===== config.mk =====
export PLATFORM = sky130hd
export DESIGN_NAME = crc8_packet_deframer_unit_flat
export DESIGN_NICKNAME = d
export VERILOG_FILES = /design/src/rtl/c8dfr_pkg.sv /design/src/rtl/c8dfr_ifs.sv /design/src/rtl/crc8_packet_deframer_unit.sv /design/src/rtl/c8dfr_datapath.sv /design/src/rtl/c8dfr_ctrl.sv /design/src/flat_wrapper.sv
export SDC_FILE = /design/constraint.sdc
export NUM_CORES = 1
export LEC_CHECK = 0
export BUFFER_PORTS_ARGS = -buffer_cell sky130_fd_sc_hd__buf_2
export CORE_ASPECT_RATIO = 0.7
export CORE_MARGIN = 1
export CORE_UTILIZATION = 57
export CTS_BUF_LIST = sky130_fd_sc_hd__clkbuf_8
export DETAILED_ROUTE_END_ITERATION = 8
export PLACE_DENSITY = 0.78
export SKIP_CTS_REPAIR_TIMING = 1
export SYNTH_ARGS = -nofsm -noshare
export SYNTH_HDL_FRONTEND = slang
export SYNTH_HIERARCHICAL = 1
export SYNTH_SLANG_ARGS = --single-unit

===== constraint.sdc =====
create_clock -name clk -period 3.45 [get_ports clk]
set_clock_uncertainty 0.1 [all_clocks]
set_input_delay 0.5175 -clock clk [delete_from_list [all_inputs] [get_ports clk]]
set_output_delay 0.5175 -clock clk [all_outputs]
set_load 0.1 [all_outputs]

===== src/rtl/c8dfr_pkg.sv =====
// ----------------------------------------------------------------------------
// c8dfr_pkg
// Types, constants and the CRC-8 step shared by the packet deframer modules.
// ----------------------------------------------------------------------------
package c8dfr_pkg;

  localparam int BYTE_W   = 8;
  localparam int LEN_W    = 5;
  localparam int ERRCNT_W = 16;
  localparam int KIND_W   = 3;
  localparam int CFG_AW   = 2;

  // payload store depth, also the hard cap on the accepted length
  localparam int PAY_DEPTH = 16;
  localparam int PAY_AW    = $clog2(PAY_DEPTH);

  localparam logic [BYTE_W-1:0] CRC_POLY = 8'h07;
  localparam logic [BYTE_W-1:0] CRC_MSB  = 8'h80;

  // configuration register indexes
  localparam logic [CFG_AW-1:0] REG_START_BYTE   = 2'd0;
  localparam logic [CFG_AW-1:0] REG_END_BYTE     = 2'd1;
  localparam logic [CFG_AW-1:0] REG_LENGTH_LIMIT = 2'd2;

  localparam logic [BYTE_W-1:0] START_BYTE_RST   = 8'd170;
  localparam logic [BYTE_W-1:0] END_BYTE_RST     = 8'd85;
  localparam logic [LEN_W-1:0]  LENGTH_LIMIT_RST = 5'd16;

  typedef enum logic [KIND_W-1:0] {
    KIND_HDR     = 3'd0,
    KIND_DATA    = 3'd1,
    KIND_LEN_ERR = 3'd2,
    KIND_CRC_ERR = 3'd3,
    KIND_END_ERR = 3'd4
  } kind_t;

  typedef enum logic [2:0] {
    ST_WAIT    = 3'd0,
    ST_CMD     = 3'd1,
    ST_LEN     = 3'd2,
    ST_PAY     = 3'd3,
    ST_CRC     = 3'd4,
    ST_END     = 3'd5,
    ST_EMIT_RD = 3'd6,
    ST_EMIT_LD = 3'd7
  } state_t;

  // controller -> datapath
  typedef struct packed {
    logic  frame_start;
    logic  take_cmd;
    logic  take_len;
    logic  take_pay;
    logic  err_inc;
    logic  emit_clr;
    logic  emit_adv;
    logic  out_load;
    kind_t out_kind;
    logic  out_last;
  } ctrl_cmd_t;

  // datapath -> controller
  typedef struct packed {
    logic is_start;
    logic len_bad;
    logic rx_len_zero;
    logic frame_len_zero;
    logic pay_done;
    logic crc_ok;
    logic end_ok;
    logic emit_last;
  } dp_status_t;

  // one byte through the CRC-8 shift register, MSB first
  function automatic logic [BYTE_W-1:0] crc8_update(input logic [BYTE_W-1:0] crc,
                                                    input logic [BYTE_W-1:0] b);
    logic [BYTE_W-1:0] c;
    c = crc ^ b;
    for (int i = 0; i < BYTE_W; i++) begin
      if ((c & CRC_MSB) != '0) begin
        c = (c << 1) ^ CRC_POLY;
      end else begin
        c = c << 1;
      end
    end
    return c;
  endfunction

endpackage


===== src/rtl/c8dfr_ifs.sv =====
// ----------------------------------------------------------------------------
// c8dfr_ifs
// Valid/ready channels for received bytes and parsed results.
// ----------------------------------------------------------------------------
interface c8dfr_in_if import c8dfr_pkg::*; ();
  logic              valid;
  logic              ready;
  logic [BYTE_W-1:0] rx_byte;

  modport source (output valid, output rx_byte, input ready);
  modport sink   (input valid, input rx_byte, output ready);
endinterface

interface c8dfr_out_if import c8dfr_pkg::*; ();
  logic                valid;
  logic                ready;
  logic [KIND_W-1:0]   kind;
  logic [BYTE_W-1:0]   command;
  logic [LEN_W-1:0]    length;
  logic [BYTE_W-1:0]   data;
  logic                last;
  logic [ERRCNT_W-1:0] error_count;

  modport source (output valid, output kind, output command, output length,
                  output data, output last, output error_count, input ready);
  modport sink   (input valid, input kind, input command, input length,
                  input data, input last, input error_count, output ready);
endinterface


===== src/rtl/crc8_packet_deframer_unit.sv =====
// ----------------------------------------------------------------------------
// crc8_packet_deframer_unit
// Parses start/command/length/payload/CRC-8/end frames from a byte stream.
// ----------------------------------------------------------------------------
// Results: an error or header result is in the output register in the cycle
//   after the byte that ends the frame is taken.
// Throughput: one byte per cycle while parsing; payload readout passes through
//   a read state and a load state per byte (registered read of the payload
//   memory); no byte is taken while a result waits in the output register.
// Reset: synchronous, active low; config returns to its defaults, the payload
//   memory is not cleared.
module crc8_packet_deframer_unit import c8dfr_pkg::*; (
  input  logic                clk,
  input  logic                rst_n,
  c8dfr_in_if.sink            in_if,
  c8dfr_out_if.source         out_if,
  input  logic                cfg_we,
  input  logic [CFG_AW-1:0]   cfg_addr,
  input  logic [BYTE_W-1:0]   cfg_wdata
);

  ctrl_cmd_t  cmd;
  dp_status_t status;
  kind_t      kind;

  c8dfr_ctrl u_ctrl (
    .clk       (clk),
    .rst_n     (rst_n),
    .in_valid  (in_if.valid),
    .in_ready  (in_if.ready),
    .out_valid (out_if.valid),
    .out_ready (out_if.ready),
    .status    (status),
    .cmd       (cmd)
  );

  c8dfr_datapath u_dp (
    .clk             (clk),
    .rst_n           (rst_n),
    .cfg_we          (cfg_we),
    .cfg_addr        (cfg_addr),
    .cfg_wdata       (cfg_wdata),
    .rx_byte         (in_if.rx_byte),
    .cmd             (cmd),
    .status          (status),
    .out_kind        (kind),
    .out_command     (out_if.command),
    .out_length      (out_if.length),
    .out_data        (out_if.data),
    .out_last        (out_if.last),
    .out_error_count (out_if.error_count)
  );

  assign out_if.kind = kind;

  err_result_is_last: assert property (@(posedge clk) disable iff (!rst_n)
    out_if.valid && (kind == KIND_LEN_ERR || kind == KIND_CRC_ERR ||
                     kind == KIND_END_ERR) |-> out_if.last)
    else $error("error result not marked last");

  data_zero_off_payload: assert property (@(posedge clk) disable iff (!rst_n)
    out_if.valid && kind != KIND_DATA |-> out_if.data == '0)
    else $error("nonzero data on a non-payload result");

endmodule


===== src/rtl/c8dfr_datapath.sv =====
// ----------------------------------------------------------------------------
// c8dfr_datapath
// Config registers, running CRC, frame fields, payload memory, error counter
// and the result register.
// ----------------------------------------------------------------------------
module c8dfr_datapath import c8dfr_pkg::*; (
  input  logic                clk,
  input  logic                rst_n,
  input  logic                cfg_we,
  input  logic [CFG_AW-1:0]   cfg_addr,
  input  logic [BYTE_W-1:0]   cfg_wdata,
  input  logic [BYTE_W-1:0]   rx_byte,
  input  ctrl_cmd_t           cmd,
  output dp_status_t          status,
  output kind_t               out_kind,
  output logic [BYTE_W-1:0]   out_command,
  output logic [LEN_W-1:0]    out_length,
  output logic [BYTE_W-1:0]   out_data,
  output logic                out_last,
  output logic [ERRCNT_W-1:0] out_error_count
);

  logic [BYTE_W-1:0]   start_byte_r;
  logic [BYTE_W-1:0]   end_byte_r;
  logic [LEN_W-1:0]    length_limit_r;

  logic [BYTE_W-1:0]   crc_r, crc_nxt;
  logic [BYTE_W-1:0]   fcmd_r;
  logic [LEN_W-1:0]    flen_r, flen_nxt;
  logic [LEN_W-1:0]    idx_r, idx_nxt;
  logic [LEN_W-1:0]    emit_idx_r, emit_idx_nxt;
  logic [ERRCNT_W-1:0] err_r, err_nxt;
  logic [BYTE_W-1:0]   rd_data_r;
  logic [BYTE_W-1:0]   mem [PAY_DEPTH];

  logic [BYTE_W-1:0]   lim_eff;

  kind_t               kind_r;
  logic [BYTE_W-1:0]   ocmd_r;
  logic [LEN_W-1:0]    olen_r;
  logic [BYTE_W-1:0]   odata_r;
  logic                olast_r;
  logic [ERRCNT_W-1:0] oerr_r;

  // config registers
  always_ff @(posedge clk) begin
    if (!rst_n) begin
      start_byte_r   <= START_BYTE_RST;
      end_byte_r     <= END_BYTE_RST;
      length_limit_r <= LENGTH_LIMIT_RST;
    end else if (cfg_we) begin
      unique case (cfg_addr)
        REG_START_BYTE:   start_byte_r   <= cfg_wdata;
        REG_END_BYTE:     end_byte_r     <= cfg_wdata;
        REG_LENGTH_LIMIT: length_limit_r <= cfg_wdata[LEN_W-1:0];
        default: ;
      endcase
    end
  end

  always_comb begin
    if (32'(length_limit_r) > PAY_DEPTH) begin
      lim_eff = BYTE_W'(PAY_DEPTH);
    end else begin
      lim_eff = BYTE_W'(length_limit_r);
    end
  end

  always_comb begin
    status.is_start       = (rx_byte == start_byte_r);
    status.len_bad        = (rx_byte > lim_eff);
    status.rx_len_zero    = (rx_byte == '0);
    status.frame_len_zero = (flen_r == '0);
    status.pay_done       = ({1'b0, idx_r} + (LEN_W+1)'(1)) >= {1'b0, flen_r};
    status.crc_ok         = (crc_r == rx_byte);
    status.end_ok         = (rx_byte == end_byte_r);
    status.emit_last      = ({1'b0, emit_idx_r} + (LEN_W+1)'(1)) == {1'b0, flen_r};
  end

  always_comb begin
    crc_nxt      = crc_r;
    flen_nxt     = flen_r;
    idx_nxt      = idx_r;
    emit_idx_nxt = emit_idx_r;
    err_nxt      = err_r;
    if (cmd.frame_start) begin
      crc_nxt = '0;
      idx_nxt = '0;
    end
    if (cmd.take_cmd) begin
      crc_nxt = crc8_update('0, rx_byte);
    end
    if (cmd.take_len) begin
      idx_nxt = '0;
      if (status.len_bad) begin
        flen_nxt = '0;
      end else begin
        flen_nxt = rx_byte[LEN_W-1:0];
        crc_nxt  = crc8_update(crc_r, rx_byte);
      end
    end
    if (cmd.take_pay) begin
      idx_nxt = idx_r + LEN_W'(1);
      crc_nxt = crc8_update(crc_r, rx_byte);
    end
    if (cmd.err_inc) begin
      err_nxt = err_r + ERRCNT_W'(1);
    end
    if (cmd.emit_clr) begin
      emit_idx_nxt = '0;
    end else if (cmd.emit_adv) begin
      emit_idx_nxt = emit_idx_r + LEN_W'(1);
    end
  end

  always_ff @(posedge clk) begin
    if (!rst_n) begin
      crc_r      <= '0;
      fcmd_r     <= '0;
      flen_r     <= '0;
      idx_r      <= '0;
      emit_idx_r <= '0;
      err_r      <= '0;
    end else begin
      crc_r      <= crc_nxt;
      flen_r     <= flen_nxt;
      idx_r      <= idx_nxt;
      emit_idx_r <= emit_idx_nxt;
      err_r      <= err_nxt;
      if (cmd.take_cmd) begin
        fcmd_r <= rx_byte;
      end
    end
  end

  // payload memory: one write port, one registered read port
  always_ff @(posedge clk) begin
    if (cmd.take_pay && (32'(idx_r) < PAY_DEPTH)) begin
      mem[PAY_AW'(idx_r)] <= rx_byte;
    end
    rd_data_r <= mem[PAY_AW'(emit_idx_r)];
  end

  // result register
  always_ff @(posedge clk) begin
    if (!rst_n) begin
      kind_r <= KIND_HDR;
    end else if (cmd.out_load) begin
      kind_r <= cmd.out_kind;
    end
  end

  always_ff @(posedge clk) begin
    if (cmd.out_load) begin
      ocmd_r  <= fcmd_r;
      olen_r  <= flen_nxt;
      odata_r <= (cmd.out_kind == KIND_DATA) ? rd_data_r : '0;
      olast_r <= cmd.out_last;
      oerr_r  <= err_nxt;
    end
  end

  assign out_kind        = kind_r;
  assign out_command     = ocmd_r;
  assign out_length      = olen_r;
  assign out_data        = odata_r;
  assign out_last        = olast_r;
  assign out_error_count = oerr_r;

  err_count_step: assert property (@(posedge clk) disable iff (!rst_n)
    cmd.err_inc |=> err_r == $past(err_r) + ERRCNT_W'(1))
    else $error("error counter did not advance by one");

endmodule


===== src/rtl/c8dfr_ctrl.sv =====
// ----------------------------------------------------------------------------
// c8dfr_ctrl
// Frame parser state machine and result-register valid flag.
// ----------------------------------------------------------------------------
module c8dfr_ctrl import c8dfr_pkg::*; (
  input  logic       clk,
  input  logic       rst_n,
  input  logic       in_valid,
  output logic       in_ready,
  output logic       out_valid,
  input  logic       out_ready,
  input  dp_status_t status,
  output ctrl_cmd_t  cmd
);

  state_t state_r, state_nxt;
  logic   out_valid_r, out_valid_nxt;
  logic   parse_st;
  logic   acc;
  logic   out_free;

  always_ff @(posedge clk) begin
    if (!rst_n) begin
      state_r     <= ST_WAIT;
      out_valid_r <= 1'b0;
    end else begin
      state_r     <= state_nxt;
      out_valid_r <= out_valid_nxt;
    end
  end

  always_comb begin
    parse_st = 1'b0;
    unique case (state_r)
      ST_WAIT, ST_CMD, ST_LEN, ST_PAY, ST_CRC, ST_END: parse_st = 1'b1;
      default: parse_st = 1'b0;
    endcase
  end

  // hold input while a result waits
  assign in_ready  = parse_st && !out_valid_r;
  assign acc       = in_valid && in_ready;
  assign out_free  = !out_valid_r || out_ready;
  assign out_valid = out_valid_r;

  always_comb begin
    state_nxt = state_r;
    cmd       = '0;
    unique case (state_r)
      ST_WAIT: begin
        if (acc && status.is_start) begin
          cmd.frame_start = 1'b1;
          state_nxt       = ST_CMD;
        end
      end
      ST_CMD: begin
        if (acc) begin
          cmd.take_cmd = 1'b1;
          state_nxt    = ST_LEN;
        end
      end
      ST_LEN: begin
        if (acc) begin
          cmd.take_len = 1'b1;
          if (status.len_bad) begin
            cmd.err_inc  = 1'b1;
            cmd.out_load = 1'b1;
            cmd.out_kind = KIND_LEN_ERR;
            cmd.out_last = 1'b1;
            state_nxt    = ST_WAIT;
          end else if (status.rx_len_zero) begin
            state_nxt = ST_CRC;
          end else begin
            state_nxt = ST_PAY;
          end
        end
      end
      ST_PAY: begin
        if (acc) begin
          cmd.take_pay = 1'b1;
          if (status.pay_done) begin
            state_nxt = ST_CRC;
          end
        end
      end
      ST_CRC: begin
        if (acc) begin
          if (!status.crc_ok) begin
            cmd.err_inc  = 1'b1;
            cmd.out_load = 1'b1;
            cmd.out_kind = KIND_CRC_ERR;
            cmd.out_last = 1'b1;
            state_nxt    = ST_WAIT;
          end else begin
            state_nxt = ST_END;
          end
        end
      end
      ST_END: begin
        if (acc) begin
          cmd.out_load = 1'b1;
          cmd.out_last = 1'b1;
          state_nxt    = ST_WAIT;
          if (!status.end_ok) begin
            cmd.err_inc  = 1'b1;
            cmd.out_kind = KIND_END_ERR;
          end else begin
            cmd.out_kind = KIND_HDR;
            cmd.out_last = status.frame_len_zero;
            cmd.emit_clr = 1'b1;
            if (!status.frame_len_zero) begin
              state_nxt = ST_EMIT_RD;
            end
          end
        end
      end
      ST_EMIT_RD: begin
        // memory read data lands next cycle
        state_nxt = ST_EMIT_LD;
      end
      ST_EMIT_LD: begin
        if (out_free) begin
          cmd.out_load = 1'b1;
          cmd.out_kind = KIND_DATA;
          cmd.out_last = status.emit_last;
          if (status.emit_last) begin
            state_nxt = ST_WAIT;
          end else begin
            cmd.emit_adv = 1'b1;
            state_nxt    = ST_EMIT_RD;
          end
        end
      end
      default: state_nxt = ST_WAIT;
    endcase
  end

  always_comb begin
    if (cmd.out_load) begin
      out_valid_nxt = 1'b1;
    end else if (out_ready) begin
      out_valid_nxt = 1'b0;
    end else begin
      out_valid_nxt = out_valid_r;
    end
  end

  no_load_over_pending: assert property (@(posedge clk) disable iff (!rst_n)
    cmd.out_load |-> out_free)
    else $error("result register overwritten before it was taken");

  emit_read_then_load: assert property (@(posedge clk) disable iff (!rst_n)
    state_r == ST_EMIT_RD |=> state_r == ST_EMIT_LD)
    else $error("payload readout skipped its load step");

endmodule


===== src/flat_wrapper.sv =====
// flat-port wrapper written by rule: the top's interface ports become plain ports
module crc8_packet_deframer_unit_flat import c8dfr_pkg::*;
  (clk, rst_n, cfg_we, cfg_addr, cfg_wdata, in_if_valid, in_if_rx_byte, in_if_ready, out_if_valid, out_if_kind, out_if_command, out_if_length, out_if_data, out_if_last, out_if_error_count, out_if_ready);
  c8dfr_in_if in_if_i ();
  c8dfr_out_if out_if_i ();
  input  logic clk;
  input  logic rst_n;
  input  logic cfg_we;
  input  logic [CFG_AW-1:0] cfg_addr;
  input  logic [BYTE_W-1:0] cfg_wdata;
  input wire logic [$bits(in_if_i.valid)-1:0] in_if_valid;
  input wire logic [$bits(in_if_i.rx_byte)-1:0] in_if_rx_byte;
  output wire logic [$bits(in_if_i.ready)-1:0] in_if_ready;
  output wire logic [$bits(out_if_i.valid)-1:0] out_if_valid;
  output wire logic [$bits(out_if_i.kind)-1:0] out_if_kind;
  output wire logic [$bits(out_if_i.command)-1:0] out_if_command;
  output wire logic [$bits(out_if_i.length)-1:0] out_if_length;
  output wire logic [$bits(out_if_i.data)-1:0] out_if_data;
  output wire logic [$bits(out_if_i.last)-1:0] out_if_last;
  output wire logic [$bits(out_if_i.error_count)-1:0] out_if_error_count;
  input wire logic [$bits(out_if_i.ready)-1:0] out_if_ready;
  assign in_if_i.valid = in_if_valid;
  assign in_if_i.rx_byte = in_if_rx_byte;
  assign in_if_ready = in_if_i.ready;
  assign out_if_valid = out_if_i.valid;
  assign out_if_kind = out_if_i.kind;
  assign out_if_command = out_if_i.command;
  assign out_if_length = out_if_i.length;
  assign out_if_data = out_if_i.data;
  assign out_if_last = out_if_i.last;
  assign out_if_error_count = out_if_i.error_count;
  assign out_if_i.ready = out_if_ready;
  crc8_packet_deframer_unit u_core (.clk(clk), .rst_n(rst_n), .in_if(in_if_i), .out_if(out_if_i), .cfg_we(cfg_we), .cfg_addr(cfg_addr), .cfg_wdata(cfg_wdata));
endmodule

# [Word level (Yosys, flattened, before mapping)]
# Memory sizes are Yosys's and may differ from the RTL's. A register that Yosys moved wholly into a read port is not among the register bits.
# Cells that the tools add are included.
[word_totals] ff_bits=113 mem_bits_rw=128 input_bits=23 out_inout_bits=43 elab_cells=201 mem_count=1
[memory_table] name="u_core.u_dp.mem" depth=16 word_bits=8 rd=1 rd_ports_with_merged_regs=1 wr=1 line_no="c8dfr_datapath.sv:34" source="logic [BYTE_W-1:0] mem [PAY_DEPTH];"
[op_classes] add_sub_neg=5 n_lt_le_gt_ge=4 eq_ne=22 n_mux=109 bitwise=25 n_reduce_logical=18
[ops] operator="$mux W8" count=33
[ops] operator="$mux W3" count=38
[ops] operator="$not A3 Y3" count=23
[ops] operator="$mux W5" count=11
[ops] operator="$eq A8 B8 Y1" count=3
[ops] operator="$pmux W3 S8" count=1
[ops] operator="$mux W1" count=21
[ops] operator="$pmux W5 S4" count=1
[ops] operator="$add A16 B1 Y16 const B" count=1
[ops] operator="$mux W16" count=1
[ops] operator="$ne A2 B2 Y1 const B" count=7
[ops] operator="$add A5 B1 Y6 const B" count=2
[ops] operator="$eq A3 B3 Y1 const B" count=4
[ops] operator="$add A5 B1 Y5 const B" count=2
[ops] operator="$gt A8 B5 Y1" count=1
[ops] operator="$logic_not A8 Y1" count=1
[ops] operator="$reduce_and A8 Y1" count=1
[ops] operator="$xor A8 B8 Y8" count=1
[ops] operator="$eq A3 B1 Y1 const B" count=2
[ops] operator="$eq A3 B2 Y1 const B" count=2
[ops] operator="$eq A6 B5 Y1" count=1
[ops] operator="$ge A6 B5 Y1" count=1
[ops] operator="$mux W6" count=1
[ops] operator="$reduce_and A2 Y1" count=3
[ops] operator="18 further kinds" count=21

# [Logic depth before layout (Yosys ltp)]
[logic_depth] ltp_word=37 mapped_depth=15 mapped_depth_nobuf=15

# [Hierarchy]
# The synthesis kept the hierarchy.
[modules_own_cells] module="c8dfr_datapath" n_inst=1 cells_per_inst=715 area_per_inst_um2=10354.9
[modules_own_cells] module="c8dfr_ctrl" n_inst=1 cells_per_inst=71 area_per_inst_um2=498.0

# [Least setup slack after synthesis]
# OpenSTA, ideal clock, no wires.
[synth_timing] path_type="input-to-reg" from="input in_if_rx_byte[0]" to="register u_core.u_dp.oerr_r[13] (netlist: u_core/u_dp/out_error_count[13]) (data pin)" setup_ns=0.262 arrival_time_ns=3.224 required_time_ns=3.088 setup_slack_ns=-0.136 stages=13 n_path_buf=1 cell_sequence="buf_2 -> inv_1 -> ha_1 -> and4_1 -> a22oi_4 -> nand2b_1 -> nand3b_1 -> a211o_1 -> o21ai_0 -> nand4_1 -> nor4_1 -> nand3_1 -> xnor2_1"
[synth_lines] item="start: declaration" line_no="flat_wrapper.sv:12" source="input wire logic [$bits(in_if_i.rx_byte)-1:0] in_if_rx_byte;"
[synth_lines] item="end signal: assignment" line_no="c8dfr_datapath.sv:159" source="oerr_r <= err_nxt;"
[synth_lines] item="end: declaration" line_no="c8dfr_datapath.sv:43" source="logic [ERRCNT_W-1:0] oerr_r;"

==> reports/qor.yml <==
synth:
  synth.distinct_cells: 63
  async_reset_ff_frac: 0
  synth_cells: 786
  avgSynthCellArea_um2: 13.8
  yosys.area.top_type: "edfxtp_1"
  synth_seq_area_share: 0.612
  syn-num-nets: 832
  synth-edff-count: 166
  ys_warn_count: 6
  synth-main-ff-cell: "edfxtp_1"
  syn-cell-area_um2: 10900
  synth-seq-cells: 249
  netlist.area_leader.share: 0.459
  synth.area.top_cells: "edfxtp_1, dfxtp_1, mux4_2"
worst_setup_path:
  crit_start: "u_core/u_dp/length_limit_r[4]$_SDFFE_PN1P_"
  path_max_fanout: 5
  worst_setup_path_start_kind: "register"
  worstPathRequired_ns: 3.79
  cp.arrival_ns: 3.59
  crit_path_end_kind: "register"
  r2r_slack_ns: 0.19
  r2r-end: "u_core/u_dp/err_r[7]$_SDFF_PN0_"
  timing.rr.start: "u_core/u_dp/length_limit_r[4]$_SDFFE_PN1P_"
  r2r_cells: 16
  path_class: "register to register"
job:
  cap_violations: 0
die:
  rows: 41
  die-area_um2: 19600
  fp.dieH_um: 117
  core_area_um2: 18300
  die_w_um: 167
  start_util: 0.593
  io_pins: 66
outcome:
  status: "finished clean"
final_layout:
  fin_area_um2: 12500
  fin_nets: 954
  antenna_cells: 0
  synthToLayoutAreaGrowth_pct: 14.9
  drive_gt1_frac: 0.243
sta:
  min_period_ns: 3.26
  hold_viol_final: 0
  holdWs_ns: 0.127
  finalMaxSlewViolations: 0
  finalCritPeriodShare: 0.945
  finalSetupViolations: 0
  maxSlewHeadroom: 0.284
  tightest_slew_ns: 1.07
  final.setup.tns_ns: 0
  max_freq_mhz: 307
clock_tree:
  cts-root-buf: "clkbuf_8"
  cts_made_buffers: 37
  cts_sinks: 249
  clock_latency_ns: 0.54
  cts_tree: "yes"
  clkTransAtPathRegs_ns: 0.06
  htree_levels: 2
  clk_path_buf_depth: 3
detailed_routing:
  ant_nets: 0
  drt_iter0_drc: 607
  drc: 0
  wire_per_inst_um: 20.3
  finalWirelength_um: 23800
  vias_per_cell: 5.76
  vias: 6758
  dr.pass1.iters: 5
placed_design:
  gp_congestion: 0.917
  dpl_cell_area_um2: 11700
  dpl.hpwl_um: 16200
  numPortBuffers: 65
grt:
  grt_max_degree: 40
  globalRouteTotalUtil: 0.251
  first_global_vias: 6969
  grt_pass1_wl_um: 37700
  antenna_found_initial: 0
  grt-ovfl-total: 0
min_path:
  hp-class: "input port to register"
  hold_depth: 1
  hold_end: "u_core/u_dp/mem[6][0]$_DFFE_PP_"
  hold_path.startpoint: "in_if_rx_byte[0]"
power:
  ir_drop_v: 0.000300
  cellPowerDensity_nw_per_um2: 457
  p_leak_nw: 4.61
-- routing by layer --
layer / global-route usage / share of wire / up-vias
li1: - / - / 3122
met1: 0.350 / 0.43 / 3316
met2: 0.394 / 0.46 / 276
met3: 0.0537 / 0.086 / 44
met4: 0.0862 / 0.023 / 0
met5: 0 / 0 / -
-- synthesized netlist by cell type, types with 2 or more instances --
library cell and n:
or2_2 2, dfxtp_1 83, buf_4 3, a21oi_1 16, o21a_1 2, o32ai_1 2, buf_1 4, nor3_1 12
ha_1 23, mux2i_1 33, nor2b_1 11, nor4_1 3, xnor2_1 55, buf_6 2, nor4b_1 2, o211ai_1 2
nand2b_1 9, nand3_1 15, mux4_1 3, mux4_2 37, and2_1 30, inv_1 22, o32ai_2 5, nand4_1 12
nand3b_1 3, nand2_1 65, xor2_1 20, o2bb2ai_1 2, edfxtp_1 166, nor2_1 54, a22o_1 5, and3_1 3
buf_2 12, a211o_1 2, a21o_1 8, o21ai_0 11, nor3b_1 5, clkbuf_1 17
-- sequential cells by signal, indices dropped and copies added (netlist names), 3 cells and up --
register / count
u_core/u_dp/mem: 128
u_core/u_dp/err_r: 16
u_core/u_dp/out_error_count: 16
u_core/u_dp/crc_r: 8
u_core/u_dp/end_byte_r: 8
u_core/u_dp/fcmd_r: 8
u_core/u_dp/out_command: 8
u_core/u_dp/out_data: 8
u_core/u_dp/rd_data_r: 8
u_core/u_dp/start_byte_r: 8
u_core/u_dp/emit_idx_r: 5
u_core/u_dp/flen_r: 5
u_core/u_dp/idx_r: 5
u_core/u_dp/length_limit_r: 5
u_core/u_dp/out_length: 5
u_core/u_ctrl/state_r: 3
u_core/u_dp/out_kind: 3
-- worst max path at each step --
stage                                                end  depth (start not counted)  slack (ns)
2_1_floorplan  u_core/u_dp/out_error_count[13]$_DFFE_PP_                         13         0.1
3_3_place_gp             u_core/u_dp/err_r[7]$_SDFF_PN0_                         15        0.08
3_5_place_dp             u_core/u_dp/err_r[7]$_SDFF_PN0_                         15       -0.02
4_1_cts                  u_core/u_dp/err_r[7]$_SDFF_PN0_                         16        0.15
5_1_grt                  u_core/u_dp/err_r[7]$_SDFF_PN0_                         16       -0.01
6_report                 u_core/u_dp/err_r[7]$_SDFF_PN0_                         16        0.19
-- cell usage in the layout, fill, tap and decap left out, types with 30 or more instances in the layout --
cell type,n
buf_4,55
mux4_2,37
nor2_1,54
nand2_1,65
dfxtp_1,82
buf_2,65
edfxtp_1,166
clkbuf_8,41
mux2i_1,33
and2_1,30
xnor2_1,55
inv_1,39
-- metrics by stage --
stage / worst slack (ns) / instances / power [mW] / utilization
6_report: 0.191 / 1173 / 5.70 / 0.681
5_1_grt: -0.0138 / 1173 / 5.91 / 0.681
4_1_cts: 0.149 / 1171 / 5.75 / 0.679
3_5_place_dp: -0.0235 / 1103 / 3.48 / 0.641
3_3_place_gp: 0.0790 / 1103 / 3.47 / 0.641
2_1_floorplan: 0.0982 / 786 / 3.39 / -
-- cells by family (layout without fill, tap and decap cells) --
logic type	count (synthesis)	after routing	synth area share
DFF	249	249	0.612
buffers and inverters	61	212	0.0259
xor gates and xnor gates	76	76	0.0620
adders and majority gates	23	23	0.0265
AOI/OAI and AO/OA	69	69	0.0504
and+or+nand+nor	234	234	0.107
muxes	74	74	0.116
-- area by class of cell --
class / count / area (um^2)
clock buffer: 41 / 564
clock inverter: 27 / 143
fill: 1224 / 5850
inverter: 22 / 82.6
multi-input combinational: 476 / 3960
sequential: 249 / 6650
tap: 236 / 295
timing repair buffer: 122 / 778
-- power by group --
group / switching, mW / leakage, nW / total (mW) / internal, mW
registers: 0.00731 / 2.17 / 3.19 / 3.18
clock network: 1.10 / 0.429 / 2.28 / 1.18
logic: 0.139 / 2.02 / 0.232 / 0.0939
-- critical path, stage by stage (launching register included) --
cell and delay (ns):
dfxtp_1 0.31, inv_2 0.08, nand2_1 0.06, ha_1 0.30, and4_1 0.27, nor2b_2 0.14
o21ai_1 0.11, nand2b_1 0.17, nand3b_1 0.11, a211o_1 0.35, o21ai_2 0.12, nand4_1 0.23
buf_4 0.21, nor2_1 0.16, nand3_1 0.12, xnor2_1 0.14, and2_1 0.16
Note: power is estimated with default switching activity, not from simulation.
